### config.mk
export PLATFORM = sky130hd
export DESIGN_NAME = hsv_to_rgb_convert_core_flat
export DESIGN_NICKNAME = d
export VERILOG_FILES = /design/src/hdl/h2r_pkg.sv /design/src/hdl/h2r_if.sv /design/src/hdl/hsv_to_rgb_convert_core.sv /design/src/hdl/h2r_sector.sv /design/src/hdl/h2r_frac_mul.sv /design/src/hdl/h2r_chan_mul.sv /design/src/hdl/h2r_select.sv /design/src/flat_wrapper.sv
export SDC_FILE = /design/constraint.sdc
export NUM_CORES = 2
export LEC_CHECK = 0
export BUFFER_PORTS_ARGS = -buffer_cell sky130_fd_sc_hd__buf_2
export CORE_ASPECT_RATIO = 0.75
export CORE_MARGIN = 10
export CORE_UTILIZATION = 23
export CTS_BUF_LIST = sky130_fd_sc_hd__clkbuf_16
export DETAILED_ROUTE_END_ITERATION = 10
export PLACE_DENSITY_LB_ADDON = 0.08
export SETUP_SLACK_MARGIN = 0.15
export SYNTH_ARGS = -nofsm -noshare
export SYNTH_HDL_FRONTEND = slang
export SYNTH_HIERARCHICAL = 1
export SYNTH_SLANG_ARGS = --single-unit
### constraint.sdc
create_clock -name clk -period 7.3 [get_ports clk]
set_input_delay 1.46 -clock clk [delete_from_list [all_inputs] [get_ports clk]]
set_output_delay 1.46 -clock clk [all_outputs]
set_load 0.01 [all_outputs]
### src/hdl/h2r_pkg.sv
`timescale 1ns / 1ps
`default_nettype none

package h2r_pkg;

  // Fraction bits of the fixed-point formats; hue is Q0.F, the rest 1.F.
  localparam int FRAC_BITS = 16;
  localparam int FX_W      = FRAC_BITS + 1;
  localparam int PROD_W    = 2 * FRAC_BITS + 2;

  typedef logic [FRAC_BITS-1:0] hue_t;
  typedef logic [FX_W-1:0]      fx_t;
  typedef logic [PROD_W-1:0]    prod_t;
  typedef logic [7:0]           chan_t;

  localparam fx_t ONE_FX = {1'b1, {FRAC_BITS{1'b0}}};

  // Sixths of the hue circle.
  typedef enum logic [2:0] {
    SEC_RED_YEL   = 3'd0,
    SEC_YEL_GRN   = 3'd1,
    SEC_GRN_CYN   = 3'd2,
    SEC_CYN_BLU   = 3'd3,
    SEC_BLU_MAG   = 3'd4,
    SEC_MAG_RED   = 3'd5
  } sector_t;

  typedef struct packed {
    sector_t sector;
    hue_t    frac;
    fx_t     sat;
    fx_t     val;
  } s1_t;

  typedef struct packed {
    sector_t sector;
    fx_t     fs;
    fx_t     gs;
    fx_t     sat;
    fx_t     val;
  } s2_t;

  typedef struct packed {
    sector_t sector;
    fx_t     val;
    fx_t     p;
    fx_t     q;
    fx_t     t;
  } s3_t;

  typedef struct packed {
    chan_t red;
    chan_t green;
    chan_t blue;
  } rgb_t;

  // Handshake between two pipeline stages.
  typedef struct packed {
    logic valid;
  } fwd_t;

  typedef struct packed {
    logic ready;
  } bwd_t;

  function automatic fx_t clamp_one(input fx_t x);
    clamp_one = (x > ONE_FX) ? ONE_FX : x;
  endfunction

  // Truncated product of two 1.F values, known to stay at or below 1.0.
  function automatic fx_t fx_mul(input fx_t a, input fx_t b);
    prod_t prod;
    prod   = prod_t'(a) * prod_t'(b);
    fx_mul = prod[FRAC_BITS +: FX_W];
  endfunction

  // Channel times 256, truncated; the full-scale value saturates at 255.
  function automatic chan_t to_byte(input fx_t x);
    to_byte = x[FRAC_BITS] ? 8'hFF : x[FRAC_BITS-1 -: 8];
  endfunction

endpackage

`default_nettype wire

### src/hdl/h2r_if.sv
`timescale 1ns / 1ps
`default_nettype none

interface h2r_in_if import h2r_pkg::*; ();
  logic valid;
  logic ready;
  hue_t hue;
  fx_t  saturation;
  fx_t  brightness;

  modport source (output valid, hue, saturation, brightness, input ready);
  modport sink   (input valid, hue, saturation, brightness, output ready);
endinterface

interface h2r_out_if import h2r_pkg::*; ();
  logic  valid;
  logic  ready;
  chan_t red;
  chan_t green;
  chan_t blue;

  modport source (output valid, red, green, blue, input ready);
  modport sink   (input valid, red, green, blue, output ready);
endinterface

`default_nettype wire

### src/hdl/hsv_to_rgb_convert_core.sv
// Channel   Direction  Payload                                    Width
// hsv_in    sink       hue Q0.16, saturation 1.16, brightness 1.16  16/17/17
// rgb_out   source     red, green, blue                            8/8/8
//
// One request enters per clock unless a stall on rgb_out has backed up to the input;
// a taken request passes through four register stages, one each for sector split,
// fractional products, channel products and sector selection.
// Reset (synchronous, active high) clears the stage valid bits only.
// A stall on rgb_out ripples back through the stage ready chain; empty stages
// keep accepting, so bubbles close up and nothing is dropped or repeated.
`timescale 1ns / 1ps
`default_nettype none

module hsv_to_rgb_convert_core import h2r_pkg::*; (
  input wire logic  clk,
  input wire logic  rst,
  h2r_in_if.sink    hsv_in,
  h2r_out_if.source rgb_out
);

  fwd_t in_fwd;
  bwd_t in_bwd;
  fwd_t s1_fwd;
  bwd_t s1_bwd;
  fwd_t s2_fwd;
  bwd_t s2_bwd;
  fwd_t s3_fwd;
  bwd_t s3_bwd;
  fwd_t out_fwd;
  bwd_t out_bwd;
  s1_t  s1_data;
  s2_t  s2_data;
  s3_t  s3_data;
  rgb_t out_data;

  assign in_fwd.valid  = hsv_in.valid;
  assign hsv_in.ready  = in_bwd.ready;
  assign out_bwd.ready = rgb_out.ready;
  assign rgb_out.valid = out_fwd.valid;
  assign rgb_out.red   = out_data.red;
  assign rgb_out.green = out_data.green;
  assign rgb_out.blue  = out_data.blue;

  // Stage 1: clamp saturation and brightness, multiply hue by six.
  h2r_sector u_sector (
    .clk        (clk),
    .rst        (rst),
    .up_fwd     (in_fwd),
    .up_bwd     (in_bwd),
    .hue        (hsv_in.hue),
    .saturation (hsv_in.saturation),
    .brightness (hsv_in.brightness),
    .dn_fwd     (s1_fwd),
    .dn_bwd     (s1_bwd),
    .data       (s1_data)
  );

  // Stage 2: the two saturation terms that depend on the in-sector position.
  h2r_frac_mul u_frac_mul (
    .clk     (clk),
    .rst     (rst),
    .up_fwd  (s1_fwd),
    .up_bwd  (s1_bwd),
    .up_data (s1_data),
    .dn_fwd  (s2_fwd),
    .dn_bwd  (s2_bwd),
    .data    (s2_data)
  );

  // Stage 3: the three scaled channel candidates p, q and t.
  h2r_chan_mul u_chan_mul (
    .clk     (clk),
    .rst     (rst),
    .up_fwd  (s2_fwd),
    .up_bwd  (s2_bwd),
    .up_data (s2_data),
    .dn_fwd  (s3_fwd),
    .dn_bwd  (s3_bwd),
    .data    (s3_data)
  );

  // Stage 4: order the candidates by sector and reduce to bytes. Its
  // register is the output register of the block.
  h2r_select u_select (
    .clk     (clk),
    .rst     (rst),
    .up_fwd  (s3_fwd),
    .up_bwd  (s3_bwd),
    .up_data (s3_data),
    .dn_fwd  (out_fwd),
    .dn_bwd  (out_bwd),
    .data    (out_data)
  );

  // The output is empty right after reset.
  a_reset_empty : assert property (@(posedge clk) rst |=> !rgb_out.valid)
    else $error("output valid after reset");

  // Saturation terms never exceed the clamped saturation.
  a_frac_bound : assert property (@(posedge clk) disable iff (rst)
      s2_fwd.valid |-> (s2_data.fs <= s2_data.sat) && (s2_data.gs <= s2_data.sat)
                       && (s2_data.sat <= ONE_FX))
    else $error("fractional product out of range");

  // Every channel candidate is at most the value itself.
  a_chan_bound : assert property (@(posedge clk) disable iff (rst)
      s3_fwd.valid |-> (s3_data.p <= s3_data.val) && (s3_data.q <= s3_data.val)
                       && (s3_data.t <= s3_data.val) && (s3_data.val <= ONE_FX))
    else $error("channel candidate above value");

endmodule

`default_nettype wire

### src/hdl/h2r_sector.sv
`timescale 1ns / 1ps
`default_nettype none

module h2r_sector import h2r_pkg::*; (
  input  wire logic clk,
  input  wire logic rst,
  input  wire fwd_t up_fwd,
  output bwd_t      up_bwd,
  input  wire hue_t hue,
  input  wire fx_t  saturation,
  input  wire fx_t  brightness,
  output fwd_t      dn_fwd,
  input  wire bwd_t dn_bwd,
  output s1_t       data
);

  logic [FRAC_BITS+2:0] h6;
  s1_t                  data_next;

  // Hue times six splits into the sector and the position inside it.
  always_comb begin
    h6 = ({3'b000, hue} << 2) + ({3'b000, hue} << 1);
    data_next.sector = sector_t'(h6[FRAC_BITS +: 3]);
    data_next.frac   = h6[FRAC_BITS-1:0];
    data_next.sat    = clamp_one(saturation);
    data_next.val    = clamp_one(brightness);
  end

  assign up_bwd.ready = !dn_fwd.valid || dn_bwd.ready;

  always_ff @(posedge clk) begin
    if (rst) begin
      dn_fwd.valid <= 1'b0;
    end else if (up_bwd.ready) begin
      dn_fwd.valid <= up_fwd.valid;
    end
  end

  always_ff @(posedge clk) begin
    if (up_bwd.ready && up_fwd.valid) begin
      data <= data_next;
    end
  end

endmodule

`default_nettype wire

### src/hdl/h2r_frac_mul.sv
`timescale 1ns / 1ps
`default_nettype none

module h2r_frac_mul import h2r_pkg::*; (
  input  wire logic clk,
  input  wire logic rst,
  input  wire fwd_t up_fwd,
  output bwd_t      up_bwd,
  input  wire s1_t  up_data,
  output fwd_t      dn_fwd,
  input  wire bwd_t dn_bwd,
  output s2_t       data
);

  s2_t data_next;

  // f*s and (1-f)*s, both truncated before they meet the value.
  always_comb begin
    data_next.sector = up_data.sector;
    data_next.fs     = fx_mul({1'b0, up_data.frac}, up_data.sat);
    data_next.gs     = fx_mul(ONE_FX - {1'b0, up_data.frac}, up_data.sat);
    data_next.sat    = up_data.sat;
    data_next.val    = up_data.val;
  end

  assign up_bwd.ready = !dn_fwd.valid || dn_bwd.ready;

  always_ff @(posedge clk) begin
    if (rst) begin
      dn_fwd.valid <= 1'b0;
    end else if (up_bwd.ready) begin
      dn_fwd.valid <= up_fwd.valid;
    end
  end

  always_ff @(posedge clk) begin
    if (up_bwd.ready && up_fwd.valid) begin
      data <= data_next;
    end
  end

endmodule

`default_nettype wire

### src/hdl/h2r_chan_mul.sv
`timescale 1ns / 1ps
`default_nettype none

module h2r_chan_mul import h2r_pkg::*; (
  input  wire logic clk,
  input  wire logic rst,
  input  wire fwd_t up_fwd,
  output bwd_t      up_bwd,
  input  wire s2_t  up_data,
  output fwd_t      dn_fwd,
  input  wire bwd_t dn_bwd,
  output s3_t       data
);

  s3_t data_next;

  // p, q and t are the value scaled down by one minus each saturation term.
  always_comb begin
    data_next.sector = up_data.sector;
    data_next.val    = up_data.val;
    data_next.p      = fx_mul(up_data.val, ONE_FX - up_data.sat);
    data_next.q      = fx_mul(up_data.val, ONE_FX - up_data.fs);
    data_next.t      = fx_mul(up_data.val, ONE_FX - up_data.gs);
  end

  assign up_bwd.ready = !dn_fwd.valid || dn_bwd.ready;

  always_ff @(posedge clk) begin
    if (rst) begin
      dn_fwd.valid <= 1'b0;
    end else if (up_bwd.ready) begin
      dn_fwd.valid <= up_fwd.valid;
    end
  end

  always_ff @(posedge clk) begin
    if (up_bwd.ready && up_fwd.valid) begin
      data <= data_next;
    end
  end

endmodule

`default_nettype wire

### src/hdl/h2r_select.sv
`timescale 1ns / 1ps
`default_nettype none

module h2r_select import h2r_pkg::*; (
  input  wire logic clk,
  input  wire logic rst,
  input  wire fwd_t up_fwd,
  output bwd_t      up_bwd,
  input  wire s3_t  up_data,
  output fwd_t      dn_fwd,
  input  wire bwd_t dn_bwd,
  output rgb_t      data
);

  fx_t  r_fx;
  fx_t  g_fx;
  fx_t  b_fx;
  rgb_t data_next;

  always_comb begin
    unique case (up_data.sector)
      SEC_RED_YEL: begin
        r_fx = up_data.val; g_fx = up_data.t;   b_fx = up_data.p;
      end
      SEC_YEL_GRN: begin
        r_fx = up_data.q;   g_fx = up_data.val; b_fx = up_data.p;
      end
      SEC_GRN_CYN: begin
        r_fx = up_data.p;   g_fx = up_data.val; b_fx = up_data.t;
      end
      SEC_CYN_BLU: begin
        r_fx = up_data.p;   g_fx = up_data.q;   b_fx = up_data.val;
      end
      SEC_BLU_MAG: begin
        r_fx = up_data.t;   g_fx = up_data.p;   b_fx = up_data.val;
      end
      default: begin
        r_fx = up_data.val; g_fx = up_data.p;   b_fx = up_data.q;
      end
    endcase
    data_next.red   = to_byte(r_fx);
    data_next.green = to_byte(g_fx);
    data_next.blue  = to_byte(b_fx);
  end

  assign up_bwd.ready = !dn_fwd.valid || dn_bwd.ready;

  always_ff @(posedge clk) begin
    if (rst) begin
      dn_fwd.valid <= 1'b0;
    end else if (up_bwd.ready) begin
      dn_fwd.valid <= up_fwd.valid;
    end
  end

  always_ff @(posedge clk) begin
    if (up_bwd.ready && up_fwd.valid) begin
      data <= data_next;
    end
  end

endmodule

`default_nettype wire
### src/flat_wrapper.sv
// flat-port wrapper written by rule: the top's interface ports become plain ports
module hsv_to_rgb_convert_core_flat import h2r_pkg::*;
  (clk, rst, hsv_in_valid, hsv_in_hue, hsv_in_saturation, hsv_in_brightness, hsv_in_ready, rgb_out_valid, rgb_out_red, rgb_out_green, rgb_out_blue, rgb_out_ready);
  h2r_in_if hsv_in_i ();
  h2r_out_if rgb_out_i ();
  input wire logic clk;
  input wire logic rst;
  input wire logic [$bits(hsv_in_i.valid)-1:0] hsv_in_valid;
  input wire logic [$bits(hsv_in_i.hue)-1:0] hsv_in_hue;
  input wire logic [$bits(hsv_in_i.saturation)-1:0] hsv_in_saturation;
  input wire logic [$bits(hsv_in_i.brightness)-1:0] hsv_in_brightness;
  output wire logic [$bits(hsv_in_i.ready)-1:0] hsv_in_ready;
  output wire logic [$bits(rgb_out_i.valid)-1:0] rgb_out_valid;
  output wire logic [$bits(rgb_out_i.red)-1:0] rgb_out_red;
  output wire logic [$bits(rgb_out_i.green)-1:0] rgb_out_green;
  output wire logic [$bits(rgb_out_i.blue)-1:0] rgb_out_blue;
  input wire logic [$bits(rgb_out_i.ready)-1:0] rgb_out_ready;
  assign hsv_in_i.valid = hsv_in_valid;
  assign hsv_in_i.hue = hsv_in_hue;
  assign hsv_in_i.saturation = hsv_in_saturation;
  assign hsv_in_i.brightness = hsv_in_brightness;
  assign hsv_in_ready = hsv_in_i.ready;
  assign rgb_out_valid = rgb_out_i.valid;
  assign rgb_out_red = rgb_out_i.red;
  assign rgb_out_green = rgb_out_i.green;
  assign rgb_out_blue = rgb_out_i.blue;
  assign rgb_out_i.ready = rgb_out_ready;
  hsv_to_rgb_convert_core u_core (.clk(clk), .rst(rst), .hsv_in(hsv_in_i), .rgb_out(rgb_out_i));
endmodule
==> results.ini <==
[synthesis]
yosysWarnings=6
syn_inst=5881
synth_nets=7558
synth_area_um2=53600
syn_avg_cell_area_um2=9.12

[floorplan]
die_area_um2=253000
die_w_um=578
placeableCoreArea_um2=232000
initial_core_util=0.231
die_h_um=438
io_pins=80
rows=153

[timing]
finalHoldViolCount=0
max_freq_mhz=137
clock_skew_ns=0.0214
setup_ws_ns=-0.0192
period_share=1.00
drv_slew=0
finalSetupViolCount=2
tightest_slew_ns=1.04
rsz0062_at_grt=true
fin_crit_ns=7.32
slew-limit-headroom=0.310

[cts]
clock_sinks=190
cts_tree=done
h-tree-depth=4
cts_buffer_depth=2
cts_buffers=17
insertion_delay_ns=0.54
clockRootBuffer=clkbuf_16
path_clk_slew_ns=0.10

[layout]
area_growth_pct=18.3
drive_gt1_frac=0.148
fin_nets=7866
final_area_um2=63400

[global_routing]
grt_usage=0.144
grt-ovfl-total=0
grt_pass1_vias=42600
grt_pass1_wl_um=279000
antenna_found_initial=16
grt_start_max_net_pins=52

[run]
drv_cap=0

[setup_path]
startpoint_type=register
cp_max_fo=5
critical_path_arrival_ns=7.68
worstSetupPathType=register to register
crit_required_ns=7.66
crit_path_end_kind=register

[outcome]
status=finished, violations left
violations=setup timing

[drt]
wl_um=180000
ant_nets=0
dr.pass1.iters=6
num_vias=38400
wire_per_inst_um=19.3
drtIter0Drc=1924
avgViaCountPerCell=4.13
drcViolationCount=0

[placed_design]
globalplace.congestion=0.791
io_buffers=79
dpl-instance-area_um2=60600
hpwl_um=146000

[hold_path]
min_path_type=register to register

## sequential cells by signal, indices dropped and copies added (netlist names)
register / flops
u_core/u_chan_mul/data: 39
u_core/u_chan_mul/dn_fwd: 1
u_core/u_frac_mul/data: 71
u_core/u_frac_mul/dn_fwd: 1
u_core/u_sector/data: 52
u_core/u_sector/dn_fwd: 1
u_core/u_select/data: 24
u_core/u_select/dn_fwd: 1
## per-layer routing
metal / vias to the layer above / track usage / wire [um]
met5: - / 0 / 0
met4: 0 / 0.0123 / 964
met3: 58 / 0.0140 / 5670
met2: 474 / 0.213 / 74300
met1: 19700 / 0.232 / 98700
li1: 18100 / - / -
## stage by stage
| stage | utilization | std cells | setup slack, ns | TNS, ns | hold WS [ns] |
|---|---|---|---|---|---|
| after floorplan | - | 5881 | 0.153 | 0 | 0.400 |
| after global placement | 0.261 | 9208 | -0.404 | -3.30 | 0.401 |
| after detailed placement | 0.261 | 9208 | -0.351 | -3.35 | 0.405 |
| after CTS | 0.270 | 9280 | -0.0329 | -0.0830 | 0.427 |
| after global routing | 0.273 | 9302 | -0.347 | -5.32 | 0.432 |
| final | 0.274 | 9303 | -0.0192 | -0.0311 | 0.424 |
## timing repair
item	in CTS	in global routing
pin swaps	108	150
hold buffers	0	0
resized for setup	212	178
hold endpoints to repair	0	0
setup endpoints to repair	38	46
cloned	0	0
buffers inserted	40	22
## final cells by class
type	instances	area [um2]
flip-flops and latches	190	5670
well taps	3100	3880
multi-input cells	3975	42900
clock inverters	15	194
inverters	1445	5430
fillers	24900	168000
repair buffers	560	4890
diodes	1	2.50
clock buffers	17	425
## final timing paths
check,start,end,slack (ns),cells past startpoint
worst min register to register,u_core/u_sector/data[0]$_SDFFCE_PN0P_,u_core/u_frac_mul/data[0]$_DFFE_PP_,0.42,0
worst max register to register,u_core/u_frac_mul/data[35]$_DFFE_PP_,u_core/u_chan_mul/data[13]$_DFFE_PP_,-0.02,27
worst max-delay path,u_core/u_frac_mul/data[35]$_DFFE_PP_,u_core/u_chan_mul/data[13]$_DFFE_PP_,-0.02,27
worst min-delay path,u_core/u_sector/data[0]$_SDFFCE_PN0P_,u_core/u_frac_mul/data[0]$_DFFE_PP_,0.42,0
## worst max-delay path: stages (launching register included)
cell and delay [ns]:
edfxtp_1 0.41, nor3_2 0.19, or3b_4 0.43, nor4_4 0.19, buf_4 0.18, nand2b_4 0.06, nor3_4 0.14, xnor2_2 0.18
and2_4 0.19, fa_1 0.45, fa_1 0.54, fa_1 0.60, fa_1 0.47, fa_1 0.52, inv_1 0.05, fa_1 0.48
inv_2 0.04, ha_4 0.25, nand4_1 0.31, nor4_2 0.35, buf_4 0.22, o21ai_2 0.08, buf_6 0.13, a21oi_4 0.18
buf_6 0.13, o21ai_2 0.05, nand2b_1 0.09, xor2_1 0.18
## cells in the final DEF (no fill, tap or decap), types with 47 or more instances in the layout
master and count:
edfxtp_1 186, buf_4 376, o21ai_0 53, xor2_1 50
and2_1 523, nand2_1 911, nor2_1 73, ha_1 492
a21oi_1 84, buf_6 47, buf_2 79, buf_12 55
inv_1 1400, xnor2_1 74, fa_1 1066
Power is not shown: default switching activity piles up to over one toggle a cycle in this logic, so the estimate is an artifact.
